==> src/hdl/ampr_pkg.sv <==
// Shared types and constants of the accumulator repacker.
package ampr_pkg;

	localparam int unsigned RECIP_W = 48;
	localparam int unsigned RECIP_HALF = RECIP_W / 2;
	localparam int unsigned LANE_W = 16;
	localparam int unsigned LANE10_W = 10;
	localparam int unsigned PROD_W = LANE_W + RECIP_HALF;

	// Configuration register indexes.
	localparam logic [1:0] REG_FORM = 2'd0;
	localparam logic [1:0] REG_MODULUS = 2'd1;
	localparam logic [1:0] REG_RECIP = 2'd2;

	localparam logic [2:0] FORM_RESET = 3'd1;
	localparam logic [7:0] MODULUS_RESET = 8'd5;
	localparam logic [RECIP_W-1:0] RECIP_RESET = 48'd56294995342132;

	typedef enum logic [2:0] {
		FORM_COPY = 3'd0,
		FORM_LANE16 = 3'd1,
		FORM_LANE10 = 3'd2,
		FORM_DIGIT2 = 3'd3,
		FORM_DIGIT3 = 3'd4
	} form_t;

	typedef struct packed {
		form_t form;
		logic [1:0] count;
	} ctrl_t;

endpackage

==> src/hdl/ampr_lane.sv <==
// Three-stage Barrett reduction of one lane, low byte of the remainder only.
module ampr_lane (
	input logic clk,
	input logic [ampr_pkg::LANE_W-1:0] x,
	input logic [ampr_pkg::RECIP_W-1:0] recip,
	input logic [7:0] modulus,
	output logic [7:0] rem
);

	logic [ampr_pkg::PROD_W-1:0] pl_s1;
	logic [ampr_pkg::PROD_W-1:0] ph_s1;
	logic [7:0] raw_s1;
	logic [7:0] q_s2;
	logic [7:0] raw_s2;
	logic [7:0] rem_s3;
	logic [ampr_pkg::PROD_W-1:0] psum;
	logic [7:0] qp;

	// The product is split into two 16x24 halves; bits 55:48 of the full
	// product are the low byte of the quotient.
	assign psum = ph_s1 + {{ampr_pkg::RECIP_HALF{1'b0}},
		pl_s1[ampr_pkg::PROD_W-1:ampr_pkg::RECIP_HALF]};
	assign qp = q_s2 * modulus;

	always_ff @(posedge clk) begin
		pl_s1 <= ampr_pkg::PROD_W'(x) *
			ampr_pkg::PROD_W'(recip[ampr_pkg::RECIP_HALF-1:0]);
		ph_s1 <= ampr_pkg::PROD_W'(x) *
			ampr_pkg::PROD_W'(recip[ampr_pkg::RECIP_W-1:ampr_pkg::RECIP_HALF]);
		raw_s1 <= x[7:0];
		q_s2 <= psum[ampr_pkg::RECIP_HALF+7:ampr_pkg::RECIP_HALF];
		raw_s2 <= raw_s1;
		rem_s3 <= raw_s2 - qp;
	end

	assign rem = rem_s3;

endmodule

==> src/hdl/accumulator_mod_p_repacker_core.sv <==
// Top level of the accumulator repacker: lane select, Barrett lanes, digit combine.
//
// Channel   Direction  Handshake            Payload
// input     in         start (busy low)     acc_word, lane_count
// result    out        done, one cycle      byte_zero, byte_one, byte_two, byte_count
// config    in         cfg_wr_en            cfg_idx, cfg_data
//
// One transaction per cycle; every accepted transaction gives its result through the
// two-part 16x48 quotient product, the digit products and the output registers.
// busy is always low. Reset clears the valid pipeline and loads the register
// defaults. The receiver cannot stall, so the pipeline never holds.
module accumulator_mod_p_repacker_core (
	input logic clk,
	input logic arst_n,
	input logic start,
	output logic busy,
	input logic [31:0] acc_word,
	input logic [1:0] lane_count,
	input logic cfg_wr_en,
	input logic [1:0] cfg_idx,
	input logic [ampr_pkg::RECIP_W-1:0] cfg_data,
	output logic done,
	output logic [7:0] byte_zero,
	output logic [7:0] byte_one,
	output logic [7:0] byte_two,
	output logic [1:0] byte_count
);

	logic [2:0] form_q;
	logic [7:0] modulus_q;
	logic [ampr_pkg::RECIP_W-1:0] recip_q;
	logic [7:0] pp_q;

	logic v_s1, v_s2, v_s3, v_s4, v_s5;
	ampr_pkg::ctrl_t ctrl_in, ctrl_s1, ctrl_s2, ctrl_s3, ctrl_s4;
	logic [ampr_pkg::LANE_W-1:0] x0, x1, x2;
	logic [7:0] rem0, rem1, rem2;
	logic [7:0] raw_s1, raw_s2, raw_s3;
	logic [7:0] r0_s4, r1_s4, r2_s4, raw_s4, zp_s4, wpp_s4;
	logic [7:0] b0_s5, b1_s5, b2_s5;
	logic [1:0] cnt_s5;
	logic [7:0] b0_nx, b1_nx, b2_nx;
	logic [1:0] cnt_nx;

	assign busy = 1'b0;

	always_ff @(posedge clk or negedge arst_n) begin
		if (!arst_n) begin
			form_q <= ampr_pkg::FORM_RESET;
			modulus_q <= ampr_pkg::MODULUS_RESET;
			recip_q <= ampr_pkg::RECIP_RESET;
		end else if (cfg_wr_en) begin
			case (cfg_idx)
				ampr_pkg::REG_FORM: form_q <= cfg_data[2:0];
				ampr_pkg::REG_MODULUS: modulus_q <= cfg_data[7:0];
				ampr_pkg::REG_RECIP: recip_q <= cfg_data;
				default: ;
			endcase
		end
	end

	// p*p for the three-digit form, settled long before a transaction needs it.
	always_ff @(posedge clk) begin
		pp_q <= modulus_q * modulus_q;
	end

	always_comb begin
		ctrl_in.count = 2'd1;
		x0 = {8'd0, acc_word[7:0]};
		x1 = '0;
		x2 = '0;
		case (form_q)
			ampr_pkg::FORM_LANE16: begin
				ctrl_in.form = ampr_pkg::FORM_LANE16;
				x0 = acc_word[15:0];
			end
			ampr_pkg::FORM_LANE10: begin
				ctrl_in.form = ampr_pkg::FORM_LANE10;
				ctrl_in.count = (lane_count == 2'd0) ? 2'd3 : lane_count;
				x0 = ampr_pkg::LANE_W'(acc_word[9:0]);
				x1 = ampr_pkg::LANE_W'(acc_word[19:10]);
				x2 = ampr_pkg::LANE_W'(acc_word[29:20]);
			end
			ampr_pkg::FORM_DIGIT2: begin
				ctrl_in.form = ampr_pkg::FORM_DIGIT2;
				x1 = {8'd0, acc_word[15:8]};
			end
			ampr_pkg::FORM_DIGIT3: begin
				ctrl_in.form = ampr_pkg::FORM_DIGIT3;
				x1 = {8'd0, acc_word[15:8]};
				x2 = {8'd0, acc_word[23:16]};
			end
			default: ctrl_in.form = ampr_pkg::FORM_COPY;
		endcase
	end

	ampr_lane u_lane0 (.clk(clk), .x(x0), .recip(recip_q), .modulus(modulus_q),
		.rem(rem0));
	ampr_lane u_lane1 (.clk(clk), .x(x1), .recip(recip_q), .modulus(modulus_q),
		.rem(rem1));
	ampr_lane u_lane2 (.clk(clk), .x(x2), .recip(recip_q), .modulus(modulus_q),
		.rem(rem2));

	always_ff @(posedge clk or negedge arst_n) begin
		if (!arst_n) begin
			v_s1 <= 1'b0;
			v_s2 <= 1'b0;
			v_s3 <= 1'b0;
			v_s4 <= 1'b0;
			v_s5 <= 1'b0;
		end else begin
			v_s1 <= start && !busy;
			v_s2 <= v_s1;
			v_s3 <= v_s2;
			v_s4 <= v_s3;
			v_s5 <= v_s4;
		end
	end

	always_ff @(posedge clk) begin
		ctrl_s1 <= ctrl_in;
		ctrl_s2 <= ctrl_s1;
		ctrl_s3 <= ctrl_s2;
		ctrl_s4 <= ctrl_s3;
		raw_s1 <= acc_word[7:0];
		raw_s2 <= raw_s1;
		raw_s3 <= raw_s2;
		r0_s4 <= rem0;
		r1_s4 <= rem1;
		r2_s4 <= rem2;
		raw_s4 <= raw_s3;
		zp_s4 <= rem1 * modulus_q;
		wpp_s4 <= rem2 * pp_q;
		b0_s5 <= b0_nx;
		b1_s5 <= b1_nx;
		b2_s5 <= b2_nx;
		cnt_s5 <= cnt_nx;
	end

	// Unused lanes of the 10-bit form read as zero.
	always_comb begin
		b1_nx = '0;
		b2_nx = '0;
		cnt_nx = ctrl_s4.count;
		case (ctrl_s4.form)
			ampr_pkg::FORM_LANE16: b0_nx = r0_s4;
			ampr_pkg::FORM_LANE10: begin
				b0_nx = r0_s4;
				if (ctrl_s4.count != 2'd1) b1_nx = r1_s4;
				if (ctrl_s4.count == 2'd3) b2_nx = r2_s4;
			end
			ampr_pkg::FORM_DIGIT2: b0_nx = r0_s4 + zp_s4;
			ampr_pkg::FORM_DIGIT3: b0_nx = r0_s4 + zp_s4 + wpp_s4;
			default: b0_nx = raw_s4;
		endcase
	end

	assign done = v_s5;
	assign byte_zero = b0_s5;
	assign byte_one = b1_s5;
	assign byte_two = b2_s5;
	assign byte_count = cnt_s5;

endmodule

==> config.mk <==
export PLATFORM = sky130hd
export DESIGN_NAME = accumulator_mod_p_repacker_core
export DESIGN_NICKNAME = d
export VERILOG_FILES = /design/src/hdl/ampr_pkg.sv /design/src/hdl/ampr_lane.sv /design/src/hdl/accumulator_mod_p_repacker_core.sv
export SDC_FILE = /design/constraint.sdc
export NUM_CORES = 2
export LEC_CHECK = 0
export BUFFER_PORTS_ARGS = -buffer_cell sky130_fd_sc_hd__buf_2
export CORE_MARGIN = 3
export CORE_UTILIZATION = 60
export DETAILED_ROUTE_END_ITERATION = 8
export PLACE_DENSITY = 0.82
export RECOVER_POWER = 50
export SLEW_MARGIN = 20
export SYNTH_ARGS = -nofsm -noshare
export SYNTH_HDL_FRONTEND = slang
export SYNTH_SLANG_ARGS = --single-unit
==> constraint.sdc <==
create_clock -name clk -period 7.2 [get_ports clk]
set_input_delay 0.72 -clock clk [delete_from_list [all_inputs] [get_ports clk]]
set_output_delay 0.72 -clock clk [all_outputs]
set_load 0.03 [all_outputs]
* Word-level counts from Yosys, hierarchy flattened *
Index checks and enable logic that the tools add are counted.

storage, ports and cells
  input port bits = 88
  register bits = 502
  word-level logic and storage cells = 98
  output and inout port bits = 28

operators by class
  $mul = 12
  equal/unequal tests = 12
  add/sub/neg operators = 8
  reduce and logical (&&, ||, !) cells = 10
  muxes and demuxes = 6
  bitwise gates (word level) = 1

operators with widths
  cell                                                   count
  adder 32 x 16 -> 32 bit                                3
  multiplier 10 x 24 -> 34 bit                           2
  multiplier 10 x 24 -> 32 bit                           2
  multiplier 8 x 8 -> 8 bit                              6
  multiplier 16 x 24 -> 40 bit                           1
  one-hot mux 10 bit (2 select lines)                    2
  multiplier 16 x 24 -> 32 bit                           1
  one-hot mux 16 bit (2 select lines)                    1
  one-hot mux 8 bit (3 select lines)                     1
  subtractor 8 bit                                       3
  adder 8 bit                                            2
  == test 3 x 2 -> 1 bit, second input constant          4
  one-hot mux 3 bit (4 select lines)                     1
  AND reduction 2 bit                                    5
  == test 3 x 1 -> 1 bit, second input constant          2
  == test 3 bit, second input constant                   2
  OR reduction 2 bit                                     3
  == test 2 bit, second input constant                   2
  logical NOT 2 bit                                      2
  == test 2 x 1 -> 1 bit, second input constant          1
  2-to-1 mux 2 bit                                       1
  inequality test 2 x 1 -> 1 bit, second input constant  1
  NOT 1 bit                                              1

* Logic depth before layout (Yosys ltp) *
  depth in word-level cells = 4
  mapped depth = 30

* Modules after synthesis *
From an unflattened synthesis, not the netlist that was laid out.

unflattened totals
  cells, all modules = 9,269
  area, all modules = 85,005.3 um2

by module, submodules not included
  module                           sequential area each (um2)  area each (um2)  cells each  instances
  ampr_lane at u_lane0             1,601.5                     25,604.6         2,851       1
  ampr_lane at u_lane1             1,601.5                     25,544.5         2,853       1
  ampr_lane at u_lane2             1,601.5                     25,386.8         2,836       1
  accumulator_mod_p_repacker_core  4,136.5                     8,469.4          729         1

* Least setup slack after synthesis *
Ideal clock, no wire load.

  path kind = reg-to-reg
  start point = reg form_q[0]
  end point = reg u_lane0.pl_s1[39] (netlist bit)
  slack = -144 ps
  data arrival time = 7,272 ps
  cell stages (with the launch flop) = 29
  cells stage by stage = dfstp_2 -> buf_2 -> nor2b_1 -> nor2b_1 -> clkbuf_1 -> and2_1 -> clkbuf_1 -> clkbuf_1 -> nand2_1 -> fa_1 -> inv_1 -> fa_1 -> fa_1 -> fa_1 -> fa_1 -> inv_1 -> fa_1 -> inv_1 -> ha_1 -> a21o_1 -> a21o_1 -> a211oi_1 -> nor2_1 -> o221a_2 -> a21oi_1 -> a211oi_1 -> or3_1 -> a21oi_1 -> xnor2_1

on the way
  word-level cells in the longest chain between the ends = 3
  elaborated cells between the ends (all ways) = 4
  classes of those cells = mul: 1; eq/ne: 2; mux: 1

ends and longest elaborated chain
  element                                                           RTL line                               source
  from (decl)                                                       accumulator_mod_p_repacker_core.sv:29  logic [2:0] form_q;
  from (signal assigned)                                            accumulator_mod_p_repacker_core.sv:49  form_q <= ampr_pkg::FORM_RESET;
  from (signal assigned)                                            accumulator_mod_p_repacker_core.sv:54  ampr_pkg::REG_FORM: form_q <= cfg_data[2:0];
  == test 3 x 2 -> 1 bit or == test 3 x 1 -> 1 bit (tied branches)  accumulator_mod_p_repacker_core.sv:72  case (form_q)
  one-hot mux 16 bit (2 select lines) *                             accumulator_mod_p_repacker_core.sv:72
  multiplier 16 x 24 -> 40 bit *                                    ampr_lane.sv:26                        pl_s1 <= ampr_pkg::PROD_W'(x) *
  to (signal assigned)                                              ampr_lane.sv:26
  to (decl)                                                         ampr_lane.sv:10                        logic [ampr_pkg::PROD_W-1:0] pl_s1;

Mark *: on every way between the ends. The rest lies on a longest branch, timed or not.
A chain may end at the register's enable or synchronous reset.

* Final worst setup path *
Ends and elaborated chain as after synthesis.

==> results.txt <==
Max Cap Violations -> 0
total wire length -> 173000 um
Max clock buf depth -> 3
startpoint class of the critical path -> flop
RSZ-0062 raised after global routing -> true
warnings from Yosys -> 0
final setup margin -> 0.0624 ns
die height -> 342 um
Synth area leader -> fa_1
ys async rst share -> 16.0%
DIE WIDTH -> 342 um
vias per cell -> 5.68
post-synthesis cell type count -> 73
Detailed Place HPWL -> 132000 um
pin count of the biggest net entering global routing -> 68
Worst Max-Slew Pin Slew -> 1.13 ns
fill count -> 8293
clock network power share -> 7.2%
Reg clk slew, reported paths -> 0.06 ns
Max Fclk -> 140 MHz
Post-Syn Area -> 67600 um2
Design Power -> 36700 uW
Post-synth EDFFs -> 0
CORE AREA -> 111000 um2
Clk Latency, worst-skew pair -> 0.67 ns
CP peak stage delay -> 0.55 ns
DR WL/cell -> 19.6 um
Sinks on Clock Net -> 401
initial DRC count -> 4062
die area -> 117000 um2
initial antenna violation count -> 9
Synth Flop Type -> dfxtp_1
Routed Antenna Nets -> 0
Yosys reg bits -> 401
ranking of synthesized cells by area -> fa_1 (40%), ha_1 (11%), dfxtp_1 (10%)
Register Area -> 8380 um2
Initial Util -> 60.8%
Avg Inst Size Synth -> 9.20 um2
WP data arrival -> 7.71 ns
area share of the largest cell type after synthesis -> 40.1%
Final Max Tran Viols -> 0
Critical Path Most Common Cell -> fa_1
total global routing overflow -> 0
CP Class -> reg -> reg
critical path buffer and inverter count -> 8
global placement routability congestion -> 0.916
most frequent cells after synthesis -> inv_1 (1517), fa_1 (1355), nand2_1 (1113), and2_1 (640), ha_1 (599)
via count -> 50200
CTS tree -> done
skew final -> 0.0579 ns
Leakage -> 0.0377 uW
endpoints failing hold -> 0
Pwr Density -> 507 nW/um2
Multi-input gate area -> 52200 um2
layout cell share with drive strength beyond 1 -> 7.54%
Tmin final -> 7.14 ns
area growth from synthesis to layout -> 7.01%
I/O pins -> 116
Setup violations, final -> 0
Comb power frac -> 81.5%
Final #Nets -> 9350
Critical Path Fanout Max -> 19
slew margin rel. -> 22.5%
DRC viols -> 0
critical path's top delay family -> adder cells
Cells after Synth -> 7352
first-pass GRT wire length -> 284000 um
worst hold path class -> in -> reg
Flop pwr share -> 11.3%
H-tree depth -> 2
Crit. End Element -> flop
number of global-route vias before repair -> 55300
register area share after synthesis -> 12.4%
number of buffers created by CTS -> 50
Switching Share -> 50.7%
P_int -> 18100 uW
Required @ worst endpoint -> 7.77 ns
outcome -> completed
All-Layer GR Usage -> 30.6%
Initial DRT Pass Iterations -> 6
peak supply drop -> 0.000599 V
slowest CP cell -> dfstp_2
FP Rows -> 122
final cycle utilization of the critical path -> 99.1%
pre-CTS WS -> -0.0519 ns
top-count cell post-synth -> inv_1
IO buf count -> 112
switching pwr -> 18600 uW
clock root buffer -> clkbuf_16
cell families (layout without fill, tap and decap cells):
family / after synthesis / count (layout) / share of synthesized area, %
other: 1 / 9 / 0.00554
buffers and inverters: 1939 / 1936 / 10.8
AOI/OAI and AO/OA: 477 / 477 / 4.71
and+or+nand+nor: 2229 / 2229 / 16.2
adders and majority gates: 1956 / 1956 / 51.2
muxes: 67 / 67 / 1.11
xor gates and xnor gates: 282 / 282 / 3.65
DFF: 401 / 401 / 12.4
final timing paths:
| path | start | end | slack, ns | cells after the start |
|---|---|---|---|---|
| min in group asynchronous | arst_n | done | 0.49 | 2 |
| hold reg to reg | u_lane2.raw_s1[1] | u_lane2.raw_s2[1] | 0.30 | 0 |
| setup / recovery | form_q[0] | u_lane0.pl_s1[39] | 0.06 | 28 |
| hold / removal | start | v_s1 | 0.16 | 1 |
| setup reg to reg | form_q[0] | u_lane0.pl_s1[39] | 0.06 | 28 |
| max in group asynchronous | arst_n | recip_q[23] | 5.55 | 3 |
flip-flops by register name (all words and copies together) (netlist names), 10 cells and up:
| signal | flops |
|---|---|
| recip_q | 48 |
| u_lane0.ph_s1 | 32 |
| u_lane0.pl_s1 | 16 |
| u_lane1.ph_s1 | 32 |
| u_lane1.pl_s1 | 10 |
| u_lane2.ph_s1 | 32 |
| u_lane2.pl_s1 | 10 |
worst register-to-register path, delay by kind of cell (launching register included):
family,cells,cell delay [ns]
and+or+nand+nor,3,0.75
adders and majority gates,7,3.22
buffers and inverters,8,0.78
AOI/OAI and AO/OA,8,1.46
xor gates and xnor gates,2,0.24
DFF,1,0.55
what timing repair did:
item                                   CTS  global route
hold buffers                             1             0
pin swaps                                0             3
resized for setup                        3            44
endpoints found under the hold margin    5             0
buffers inserted                         0             4
setup endpoints to repair                4            45
stage by stage:
step / utilization [%] / instances / hold slack [ns] / TNS, ns / area, um2
3_3_place_gp: 63.3 / 8739 / 0.310 / 0 / 70400
5_1_grt: 65.0 / 8840 / 0.129 / -0.779 / 72400
6_report: 65.0 / 8845 / 0.160 / 0 / 72400
2_1_floorplan: - / 7353 / 0.310 / 0 / 67700
4_1_cts: 64.9 / 8834 / 0.116 / -0.00697 / 72200
3_5_place_dp: 63.3 / 8739 / 0.312 / -0.115 / 70400
layout by cell type (no fill, tap or decap), types with 9 or more instances in the layout:
master and instances:
inv_1 1517, fa_1 1354, nand2_1 1113, and2_1 633
ha_1 597, dfxtp_1 337, and3_1 218, xnor2_1 210
buf_4 176, a21oi_1 130, buf_2 111, a21o_1 97
nor2_1 89, xor2_1 72, mux2_2 63, o21ai_0 62
clkbuf_16 50, dfrtp_1 37, o21a_1 36, nand3_1 33
nor3_1 29, dfstp_2 26, buf_12 26, nor2b_1 23
nand4_1 21, nand2b_1 20, o21bai_1 19, a211oi_1 18
and4_1 14, a31oi_1 10, o21ai_1 9
power groups by stage:
| stage | logic (uW) | clock network (uW) | registers [uW] |
|---|---|---|---|
| floorplan | 22300 | 0 | 3680 |
| global placement | 27700 | 0 | 4130 |
| detailed placement | 29000 | 0 | 4160 |
| CTS | 29400 | 2690 | 4130 |
| global route | 33900 | 2780 | 4220 |
| finish | 29900 | 2640 | 4150 |
layer usage:
| metal | wire, um | vias up | track usage, % |
|---|---|---|---|
| met2 | 81800 | 2663 | 50.3 |
| met5 | 13 | - | 0 |
| li1 | - | 21800 | - |
| met3 | 18300 | 688 | 7.37 |
| met4 | 9640 | 2 | 15.2 |
| met1 | 63700 | 25000 | 37.9 |
final cells by class:
class | count | area share [%]
Clock inverter | 34 | 0.555
Tap cell | 1488 | 2.57
Antenna cell | 7 | 0.0242
Clock buffer | 60 | 1.86
Timing Repair Buffer | 324 | 3.48
Sequential cell | 401 | 11.6
Inverter | 1518 | 7.87
Multi-Input combinational cell | 5013 | 72.1
Power figures use the tool's default switching activity.
